==> src/sv/sitda_pkg.sv <==
`timescale 1ns / 1ps
// ----------------------------------------------------------------------------
// sitda_pkg: shared types and constants
// Widths, character codes, queue entry and back-end state for the integer
// to decimal text converter.
// ----------------------------------------------------------------------------
`default_nettype none

package sitda_pkg;

  localparam int unsigned VALUE_W = 32;
  localparam int unsigned DIGITS  = 10;                  // max decimal digits
  localparam int unsigned BCD_W   = 4 * DIGITS;
  localparam int unsigned CNT_W   = $clog2(VALUE_W);
  localparam int unsigned IDX_W   = $clog2(DIGITS);

  localparam logic [7:0] CHAR_ZERO  = 8'd48;
  localparam logic [7:0] CHAR_MINUS = 8'd45;

  // one classified request: sign and unsigned magnitude
  typedef struct packed {
    logic               neg;
    logic [VALUE_W-1:0] mag;
  } sitda_entry_t;

  typedef enum logic [1:0] {
    BK_IDLE,
    BK_CONV,
    BK_PREP,
    BK_EMIT
  } sitda_state_t;

endpackage

`default_nettype wire

==> src/sv/sitda_front.sv <==
`timescale 1ns / 1ps
// ----------------------------------------------------------------------------
// sitda_front: input classifier
// Accepts a request, splits it into sign and magnitude and pushes it on.
// ----------------------------------------------------------------------------
`default_nettype none

module sitda_front (
  input  wire logic                           in_valid,
  output logic                                in_ready,
  input  wire logic signed [31:0]             in_value,
  input  wire logic                           q_ready,
  output logic                                q_push,
  output sitda_pkg::sitda_entry_t             q_entry
);
  import sitda_pkg::*;

  logic [VALUE_W-1:0] raw;

  assign raw      = $unsigned(in_value);
  assign in_ready = q_ready;
  assign q_push   = in_valid & q_ready;

  // magnitude as unsigned, so the most negative value stays exact
  always_comb begin
    q_entry.neg = raw[VALUE_W-1];
    q_entry.mag = raw[VALUE_W-1] ? (VALUE_W'(0) - raw) : raw;
  end

endmodule

`default_nettype wire

==> src/sv/sitda_fifo.sv <==
`timescale 1ns / 1ps
// ----------------------------------------------------------------------------
// sitda_fifo: two-entry request queue
// Decouples the classifier from the converter.
// ----------------------------------------------------------------------------
`default_nettype none

module sitda_fifo (
  input  wire logic                    clk,
  input  wire logic                    rst_n,
  input  wire logic                    push,
  input  wire sitda_pkg::sitda_entry_t push_entry,
  output logic                         not_full,
  input  wire logic                    pop,
  output sitda_pkg::sitda_entry_t      pop_entry,
  output logic                         not_empty
);
  import sitda_pkg::*;

  sitda_entry_t mem_r [2];
  logic         wptr_r, wptr_nxt;
  logic         rptr_r, rptr_nxt;
  logic [1:0]   count_r, count_nxt;
  logic         do_push, do_pop;

  assign not_full  = (count_r != 2'd2);
  assign not_empty = (count_r != 2'd0);
  assign do_push   = push & not_full;
  assign do_pop    = pop & not_empty;
  assign pop_entry = mem_r[rptr_r];

  always_comb begin
    wptr_nxt  = wptr_r ^ do_push;
    rptr_nxt  = rptr_r ^ do_pop;
    count_nxt = count_r + 2'(do_push) - 2'(do_pop);
  end

  always_ff @(posedge clk) begin
    if (!rst_n) begin
      wptr_r  <= 1'b0;
      rptr_r  <= 1'b0;
      count_r <= 2'd0;
    end else begin
      wptr_r  <= wptr_nxt;
      rptr_r  <= rptr_nxt;
      count_r <= count_nxt;
    end
  end

  always_ff @(posedge clk) begin
    if (do_push) begin
      mem_r[wptr_r] <= push_entry;
    end
  end

endmodule

`default_nettype wire

==> src/sv/sitda_back.sv <==
`timescale 1ns / 1ps
// ----------------------------------------------------------------------------
// sitda_back: bcd converter and character emitter
// Shift-and-add-3 over the magnitude, then one character per cycle while out_ready is high.
// ----------------------------------------------------------------------------
`default_nettype none

module sitda_back (
  input  wire logic                    clk,
  input  wire logic                    rst_n,
  input  wire logic                    q_valid,
  input  wire sitda_pkg::sitda_entry_t q_entry,
  output logic                         q_pop,
  output logic                         out_valid,
  input  wire logic                    out_ready,
  output logic [7:0]                   out_text_char,
  output logic                         out_last
);
  import sitda_pkg::*;

  sitda_state_t       state_r, state_nxt;
  logic [VALUE_W-1:0] bin_r, bin_nxt;
  logic [BCD_W-1:0]   bcd_r, bcd_nxt;
  logic [CNT_W-1:0]   cnt_r, cnt_nxt;
  logic [IDX_W-1:0]   idx_r, idx_nxt;
  logic               sign_r, sign_nxt;
  logic [BCD_W-1:0]   adj;
  logic [3:0]         digit;
  logic               fire;

  // add 3 to every nibble of 5 or more before the shift
  always_comb begin
    for (int d = 0; d < DIGITS; d++) begin
      adj[4*d +: 4] = (bcd_r[4*d +: 4] >= 4'd5) ? (bcd_r[4*d +: 4] + 4'd3)
                                                 : bcd_r[4*d +: 4];
    end
  end

  assign digit         = bcd_r[{idx_r, 2'b00} +: 4];
  assign out_valid     = (state_r == BK_EMIT);
  assign out_text_char = sign_r ? CHAR_MINUS : (CHAR_ZERO + {4'b0000, digit});
  assign out_last      = !sign_r && (idx_r == '0);
  assign fire          = out_valid & out_ready;

  always_comb begin
    state_nxt = state_r;
    bin_nxt   = bin_r;
    bcd_nxt   = bcd_r;
    cnt_nxt   = cnt_r;
    idx_nxt   = idx_r;
    sign_nxt  = sign_r;
    q_pop     = 1'b0;
    case (state_r)
      BK_IDLE: begin
        if (q_valid) begin
          q_pop     = 1'b1;
          bin_nxt   = q_entry.mag;
          sign_nxt  = q_entry.neg;
          bcd_nxt   = '0;
          cnt_nxt   = '0;
          state_nxt = BK_CONV;
        end
      end
      BK_CONV: begin
        bcd_nxt = {adj[BCD_W-2:0], bin_r[VALUE_W-1]};
        bin_nxt = {bin_r[VALUE_W-2:0], 1'b0};
        cnt_nxt = cnt_r + 1'b1;
        if (cnt_r == CNT_W'(VALUE_W - 1)) begin
          state_nxt = BK_PREP;
        end
      end
      BK_PREP: begin
        // highest nonzero digit; zero keeps a single digit
        idx_nxt = '0;
        for (int i = 0; i < DIGITS; i++) begin
          if (bcd_r[4*i +: 4] != 4'd0) begin
            idx_nxt = IDX_W'(i);
          end
        end
        state_nxt = BK_EMIT;
      end
      BK_EMIT: begin
        if (fire) begin
          if (sign_r) begin
            sign_nxt = 1'b0;
          end else if (idx_r == '0) begin
            state_nxt = BK_IDLE;
          end else begin
            idx_nxt = idx_r - 1'b1;
          end
        end
      end
      default: begin
        state_nxt = BK_IDLE;
      end
    endcase
  end

  always_ff @(posedge clk) begin
    if (!rst_n) begin
      state_r <= BK_IDLE;
    end else begin
      state_r <= state_nxt;
    end
  end

  always_ff @(posedge clk) begin
    bin_r  <= bin_nxt;
    bcd_r  <= bcd_nxt;
    cnt_r  <= cnt_nxt;
    idx_r  <= idx_nxt;
    sign_r <= sign_nxt;
  end

endmodule

`default_nettype wire

==> src/sv/signed_int_to_decimal_ascii.sv <==
`timescale 1ns / 1ps
// ----------------------------------------------------------------------------
// signed_int_to_decimal_ascii: 32-bit signed integer to decimal text
// Each request on the in_ channel is one two's complement value; the out_
// channel returns its text one character per handshake, a '-' for negative
// values, then the digits most significant first with no leading zeros.
// out_last marks the final character of each value.
// Steps: the back end takes a request off the queue, runs 32 steps of
// shift-and-add-3 in the bcd converter, one per magnitude bit, finds the
// leading digit, then emits one character per cycle while out_ready is
// high; a value has 1 to 11 characters. No new value starts until the last
// character is taken; the two-entry queue lets up to two further requests
// be taken while a value is converted or stalled. Reset empties the queue
// and returns the converter to idle. When out_ready is low the current
// character holds and the converter waits.
// ----------------------------------------------------------------------------
`default_nettype none

module signed_int_to_decimal_ascii (
  input  wire logic               clk,
  input  wire logic               rst_n,
  input  wire logic               in_valid,
  output logic                    in_ready,
  input  wire logic signed [31:0] in_value,
  output logic                    out_valid,
  input  wire logic               out_ready,
  output logic [7:0]              out_text_char,
  output logic                    out_last
);
  import sitda_pkg::*;

  // classified request from the front, held in the queue for the back
  sitda_entry_t front_entry;
  sitda_entry_t queue_entry;
  logic         front_push;
  logic         queue_not_full;
  logic         queue_not_empty;
  logic         back_pop;

  // front: sign and magnitude split
  sitda_front u_front (
    .in_valid (in_valid),
    .in_ready (in_ready),
    .in_value (in_value),
    .q_ready  (queue_not_full),
    .q_push   (front_push),
    .q_entry  (front_entry)
  );

  // queue between front and back
  sitda_fifo u_fifo (
    .clk        (clk),
    .rst_n      (rst_n),
    .push       (front_push),
    .push_entry (front_entry),
    .not_full   (queue_not_full),
    .pop        (back_pop),
    .pop_entry  (queue_entry),
    .not_empty  (queue_not_empty)
  );

  // back: bcd conversion and character output
  sitda_back u_back (
    .clk           (clk),
    .rst_n         (rst_n),
    .q_valid       (queue_not_empty),
    .q_entry       (queue_entry),
    .q_pop         (back_pop),
    .out_valid     (out_valid),
    .out_ready     (out_ready),
    .out_text_char (out_text_char),
    .out_last      (out_last)
  );

endmodule

`default_nettype wire
==> config.mk <==
export PLATFORM = sky130hd
export DESIGN_NAME = signed_int_to_decimal_ascii
export DESIGN_NICKNAME = d
export VERILOG_FILES = /design/src/sv/sitda_pkg.sv /design/src/sv/sitda_front.sv /design/src/sv/sitda_fifo.sv /design/src/sv/sitda_back.sv /design/src/sv/signed_int_to_decimal_ascii.sv
export SDC_FILE = /design/constraint.sdc
export NUM_CORES = 1
export LEC_CHECK = 0
export ABC_AREA = 1
export BUFFER_PORTS_ARGS = -buffer_cell sky130_fd_sc_hd__buf_4
export CORE_UTILIZATION = 45
export DETAILED_ROUTE_END_ITERATION = 7
export SYNTH_ARGS = -nofsm -noshare
export SYNTH_HDL_FRONTEND = slang
export SYNTH_SLANG_ARGS = --single-unit
==> constraint.sdc <==
create_clock -name clk -period 7.4 [get_ports clk]
set_clock_uncertainty 0.15 [all_clocks]
set_input_delay 0.74 -clock clk [delete_from_list [all_inputs] [get_ports clk]]
set_output_delay 0.74 -clock clk [all_outputs]
set_load 0.005 [all_outputs]
Word level (Yosys, flattened, before mapping)
Memories as Yosys holds them, arrays and structs flattened. A register that Yosys moved wholly into a read port is not among the register bits. Cells that the tools add are included. Widths: inputs -> output; s select.

Add/subtract/negate cells: 16. $lt $le $gt $ge: 10. Equal/unequal tests: 11. Shift operators: 1. Mux-type cells: 45. Bitwise gates (word level): 6. Reductions and logical operators: 21.

Operators by type and width (number): $pmux 40 s2 (1); $mux 32 (2); $pmux 32 s2 (1); $mux 4 (14); $ge 4x3->1 const B (10); $mux 40 (1); $shiftx 40x7->4 (1); $add 4x2->4 const B (9); $reduce_bool 4->1 (9); $sub 1x32->32 const A (1); $mux 3 (5); $mux 2 (7); $ne 2x2->1 const B (6); $pmux 5 s2 (1); $mux 1 (8); $mux 8 (1); $pmux 2 s4 (1); $pmux 4 s2 (1); $reduce_bool 2->1 (4); $add 6x4->7 const A (1); $add 5x1->5 const B (1); $eq 5x5->1 const B (1); $mux 5 (1); $reduce_and 5->1 (1); other kinds (17) (22).

Register bits: 88. RAM bits: 66. Input bits: 36. Output and inout bits: 11. Word-level logic and storage cells: 120. Memories kept: 1.

Memory list: u_fifo.mem_r (words 2, width 33, rd ports 1, clocked after Yosys merged registers in 1, wr ports 1, line sitda_fifo.sv:20) `sitda_entry_t mem_r [2];`.

Logic depth before layout (Yosys ltp)
Depth in word-level cells: 11. Depth in mapped cells: 12. Gate-level depth less buffers: 12.

Hierarchy
From an unflattened synthesis, not the netlist that was laid out.

Cells, all modules: 908. Area total of the unflattened synthesis: 8723.4 um^2.

Modules (own cells, without submodules): sitda_back (times used 1, cells each 549, area each 4928.5 um^2, seq. area each 2502.4 um^2); sitda_fifo (times used 1, cells each 139, area each 2781.4 um^2, seq. area each 2082.0 um^2); sitda_front (times used 1, cells each 220, area each 1013.5 um^2, seq. area each 0.0 um^2).

Worst setup path before layout
Ideal clock, no wire load.

Path kind: reg2reg. From: reg u_back.state_r[1]. To: reg u_back.bcd_r[0] (enable). Setup time: 618 ps. Arrival: 6471 ps. Data required time: 6632 ps. Setup slack: 161 ps. Stages on the path, launching flop included: 8. Buffers on the path: 3. Period minus slack after synthesis: 7239 ps. Cell sequence: dfxtp_1 > inv_1 > ha_1 > clkbuf_8 > inv_1 > buf_2 > buf_2 > o21ai_0.

Cells in the longest elaborated chain, start to end: 3. Elaborated cells between the ends (all ways): 5. Those cells by class: eq/ne: 2; reduce/logical: 3.

Ends and longest elaborated chain: start: declaration (line sitda_back.sv:21) `sitda_state_t state_r, state_nxt;`; start signal: assignment (line sitda_back.sv:103) `state_r <= state_nxt;`; $eq 2x1->1 or $logic_not 2->1 (tied branches) (line sitda_back.sv:53) `case (state_r)`; $reduce_bool 2->1 (no source line) or $ne 2x2->1 (tied branches); $reduce_and 2->1 (no source line) (*); end signal: assignment (line sitda_back.sv:109) `bcd_r <= bcd_nxt;`; end: declaration (line sitda_back.sv:23) `logic [BCD_W-1:0] bcd_r, bcd_nxt;`.

Every way passes the cells marked *; elsewhere a longest branch is shown, timed or not. A chain may end at the register's enable or synchronous reset.

Final worst setup path
From: reg u_back.idx_r[0]. To: out out_text_char[1].

Cells in the longest elaborated chain, start to end: 3.

Ends and longest elaborated chain: start: declaration (line sitda_back.sv:25) `logic [IDX_W-1:0] idx_r, idx_nxt;`; start signal: assignment (line sitda_back.sv:111) `idx_r <= idx_nxt;`; $shiftx 40x7->4 (line sitda_back.sv:39) `assign digit = bcd_r[{idx_r, 2'b00} +: 4];`; $add 6x4->7 (line sitda_back.sv:41) `assign out_text_char = sign_r ? CHAR_MINUS : (CHAR_ZERO + {4'b0000, digit});`; $mux 8 (line sitda_back.sv:41); end: declaration (line signed_int_to_decimal_ascii.sv:27) `output logic [7:0] out_text_char,`.

Every way passes these cells.

==> results.json <==
{
  "r2r_setup_slack_ns": 4.20,
  "layout_commonest_cell": "edfxtp_1",
  "num_rows": 49,
  "grt.total_usage_pct": 19.5,
  "via_per_inst": 5.11,
  "synth_edf_count": 148,
  "grt_pass1_vias": 5812,
  "die_w_um": 138,
  "min_period_ns": 3.26,
  "final_cell_mix": "edfxtp_1 (148), nand2_1 (130), a21oi_1 (114)",
  "drt-wirelength-per-cell_um": 14.9,
  "startpoint_type": "register",
  "max_slew_margin_pct": 26.8,
  "ys_seq_area_share_pct": 55.2,
  "grt_pass1_wl_mm": 28.2,
  "status": "completed",
  "area_growth_pct": 13.5,
  "cts_sinks": 155,
  "vias": 5892,
  "fmax_mhz": 307,
  "worstReg2RegStart": "u_back.state_r[1]",
  "place_inst": 1121,
  "cap_violations": 0,
  "cts.repair.resized": 0,
  "hold_viol_final": 0,
  "drc": 0,
  "fin_cells": 1153,
  "nFillCells": 1668,
  "path_max_fanout": 25,
  "drtPass1Iterations": 5,
  "syn_area_mm2": 0.00831,
  "leakagePower_nw": 3.78,
  "postSynthCellCount": 873,
  "diodes": 0,
  "die_area_mm2": 0.0190,
  "hold_path_class": "register to register",
  "power_density_mw_per_mm2": 409,
  "initial_core_util_pct": 46.1,
  "critPathKind": "register to output port",
  "end_kind": "output port",
  "fin_nets": 980,
  "synth.distinct_cells": 43,
  "postCtsHoldBufs": 0,
  "totalWireLength_mm": 17.1,
  "regArea_mm2": 0.00458,
  "worst_pin_slew_ns": 1.10,
  "core_area_mm2": 0.0180,
  "h-tree-depth": 4,
  "insertion_delay_ns": 0.42,
  "ys.flop_type": "edfxtp_1",
  "clk_pin_slew_worst_paths_ns": 0.06,
  "dp_hpwl_mm": 11.5,
  "antenna_found_initial": 0,
  "async_flop_share_pct": 0,
  "worstSetupStartpoint": "u_back.idx_r[0]",
  "drive_above_1_share_pct": 12.1,
  "ys_ff_latch": 155,
  "peakVddDrop_v": 0.000174,
  "cts_inserted_buffers": 17,
  "overflow": 0,
  "avgSynthCellArea_um2": 9.52,
  "final.setup.tns_ns": 0,
  "critPathRequiredTime_ns": 6.51,
  "power_mw": 3.86,
  "finalSetupViolCount": 0,
  "gp_congestion": 0.812,
  "cts_tree": "built",
  "multi_input_area_mm2": 0.00319,
  "die_h_um": 138,
  "io_buffers": 43,
  "critPathArrivalTime_ns": 2.37,
  "ant_nets": 0,
  "fin_crit_sh_pct": 44.1,
  "post_cts_buffers": 0,
  "yosysWarnings": 0,
  "grt_max_degree": 65,
  "io_pins": 47,
  "min-delay-start": "u_back.bin_r[31]",
  "slew_violations": 0,
  "rsz0062_at_grt": "false",
  "max-clock-path-buffers": 2,
  "drt_iter0_markers": 417,
  "cts-root-buf": "clkbuf_16"
}
per-stage QoR:
stage	cell area, um2	hold WS (ns)	setup slack, ns	utilization [%]
after floorplan	8320	0.310	0.161	-
after global placement	8810	0.334	4.20	48.9
after detailed placement	8810	0.342	4.14	48.9
after CTS	9440	0.358	4.13	52.4
after global routing	9440	0.367	3.89	52.4
final	9440	0.356	4.14	52.4
state kept, by name (all words and copies together), names as in the netlist, named ones only:
signal	count
u_back.state_r	2
u_back.bcd_r	40
u_fifo.count_r	2
u_fifo.wptr_r	1
u_back.sign_r	1
u_back.cnt_r	5
u_fifo.mem_r	66
u_back.idx_r	4
u_back.bin_r	32
u_fifo.rptr_r	1
cell type report:
type                            count  area share, %
Multi-Input combinational cell    586           33.8
Sequential cell                   155           48.6
Timing Repair Buffer               49           3.90
Clock buffer                       24           5.21
Inverter                          102           4.06
Clock inverter                      8           1.39
Tap cell                          229           3.04
Yosys cell counts, types with 10 or more instances:
library cell  number  share of area (%)
buf_2             14               0.84
xor2_1            29                3.1
nor3_1            10               0.60
clkbuf_1          10               0.45
nor2_1            97                4.4
nand3_1           36                2.2
edfxtp_1         148                 53
nand2_1          130                5.9
a21oi_1          114                6.9
o21ai_0           70                4.2
inv_1             95                4.3
ha_1              33                5.0
logic make-up (layout without fill, tap and decap cells):
family / count (synthesis) / after routing / share of synthesized area [%]
adders and majority gates: 33 / 33 / 4.97
and+or+nand+nor: 304 / 304 / 16.0
DFF: 155 / 155 / 55.2
buffers and inverters: 133 / 183 / 6.65
AOI/OAI and AO/OA: 211 / 211 / 13.5
other: 2 / 3 / 0.0904
xor gates and xnor gates: 35 / 35 / 3.69
routing by layer:
layer,wire length [um],GRT usage [%]
met5,0,0
met4,241,7.00
met3,639,3.47
met2,8320,33.2
met1,7930,24.7
final timing paths:
| check | end | depth (start not counted) |
|---|---|---|
| setup / recovery | out_text_char[1] | 7 |
| hold / removal | u_back.bcd_r[0] | 2 |
| setup reg to reg | u_back.bin_r[30] | 6 |
| hold reg to reg | u_back.bcd_r[0] | 2 |
critical path: stages (launching register included):
cell and delay, ns:
edfxtp_1 0.68, inv_1 0.46, a21oi_1 0.24, o21ai_0 0.10
nand3_1 0.10, nand3_1 0.08, a21oi_1 0.15, buf_4 0.13
power breakdown:
part,internal [mW],switching (mW)
registers,1.45,0.189
logic,0.421,0.891
clock network,0.570,0.335
total,2.44,1.42
No activity file was read; power rests on OpenSTA's default activity.
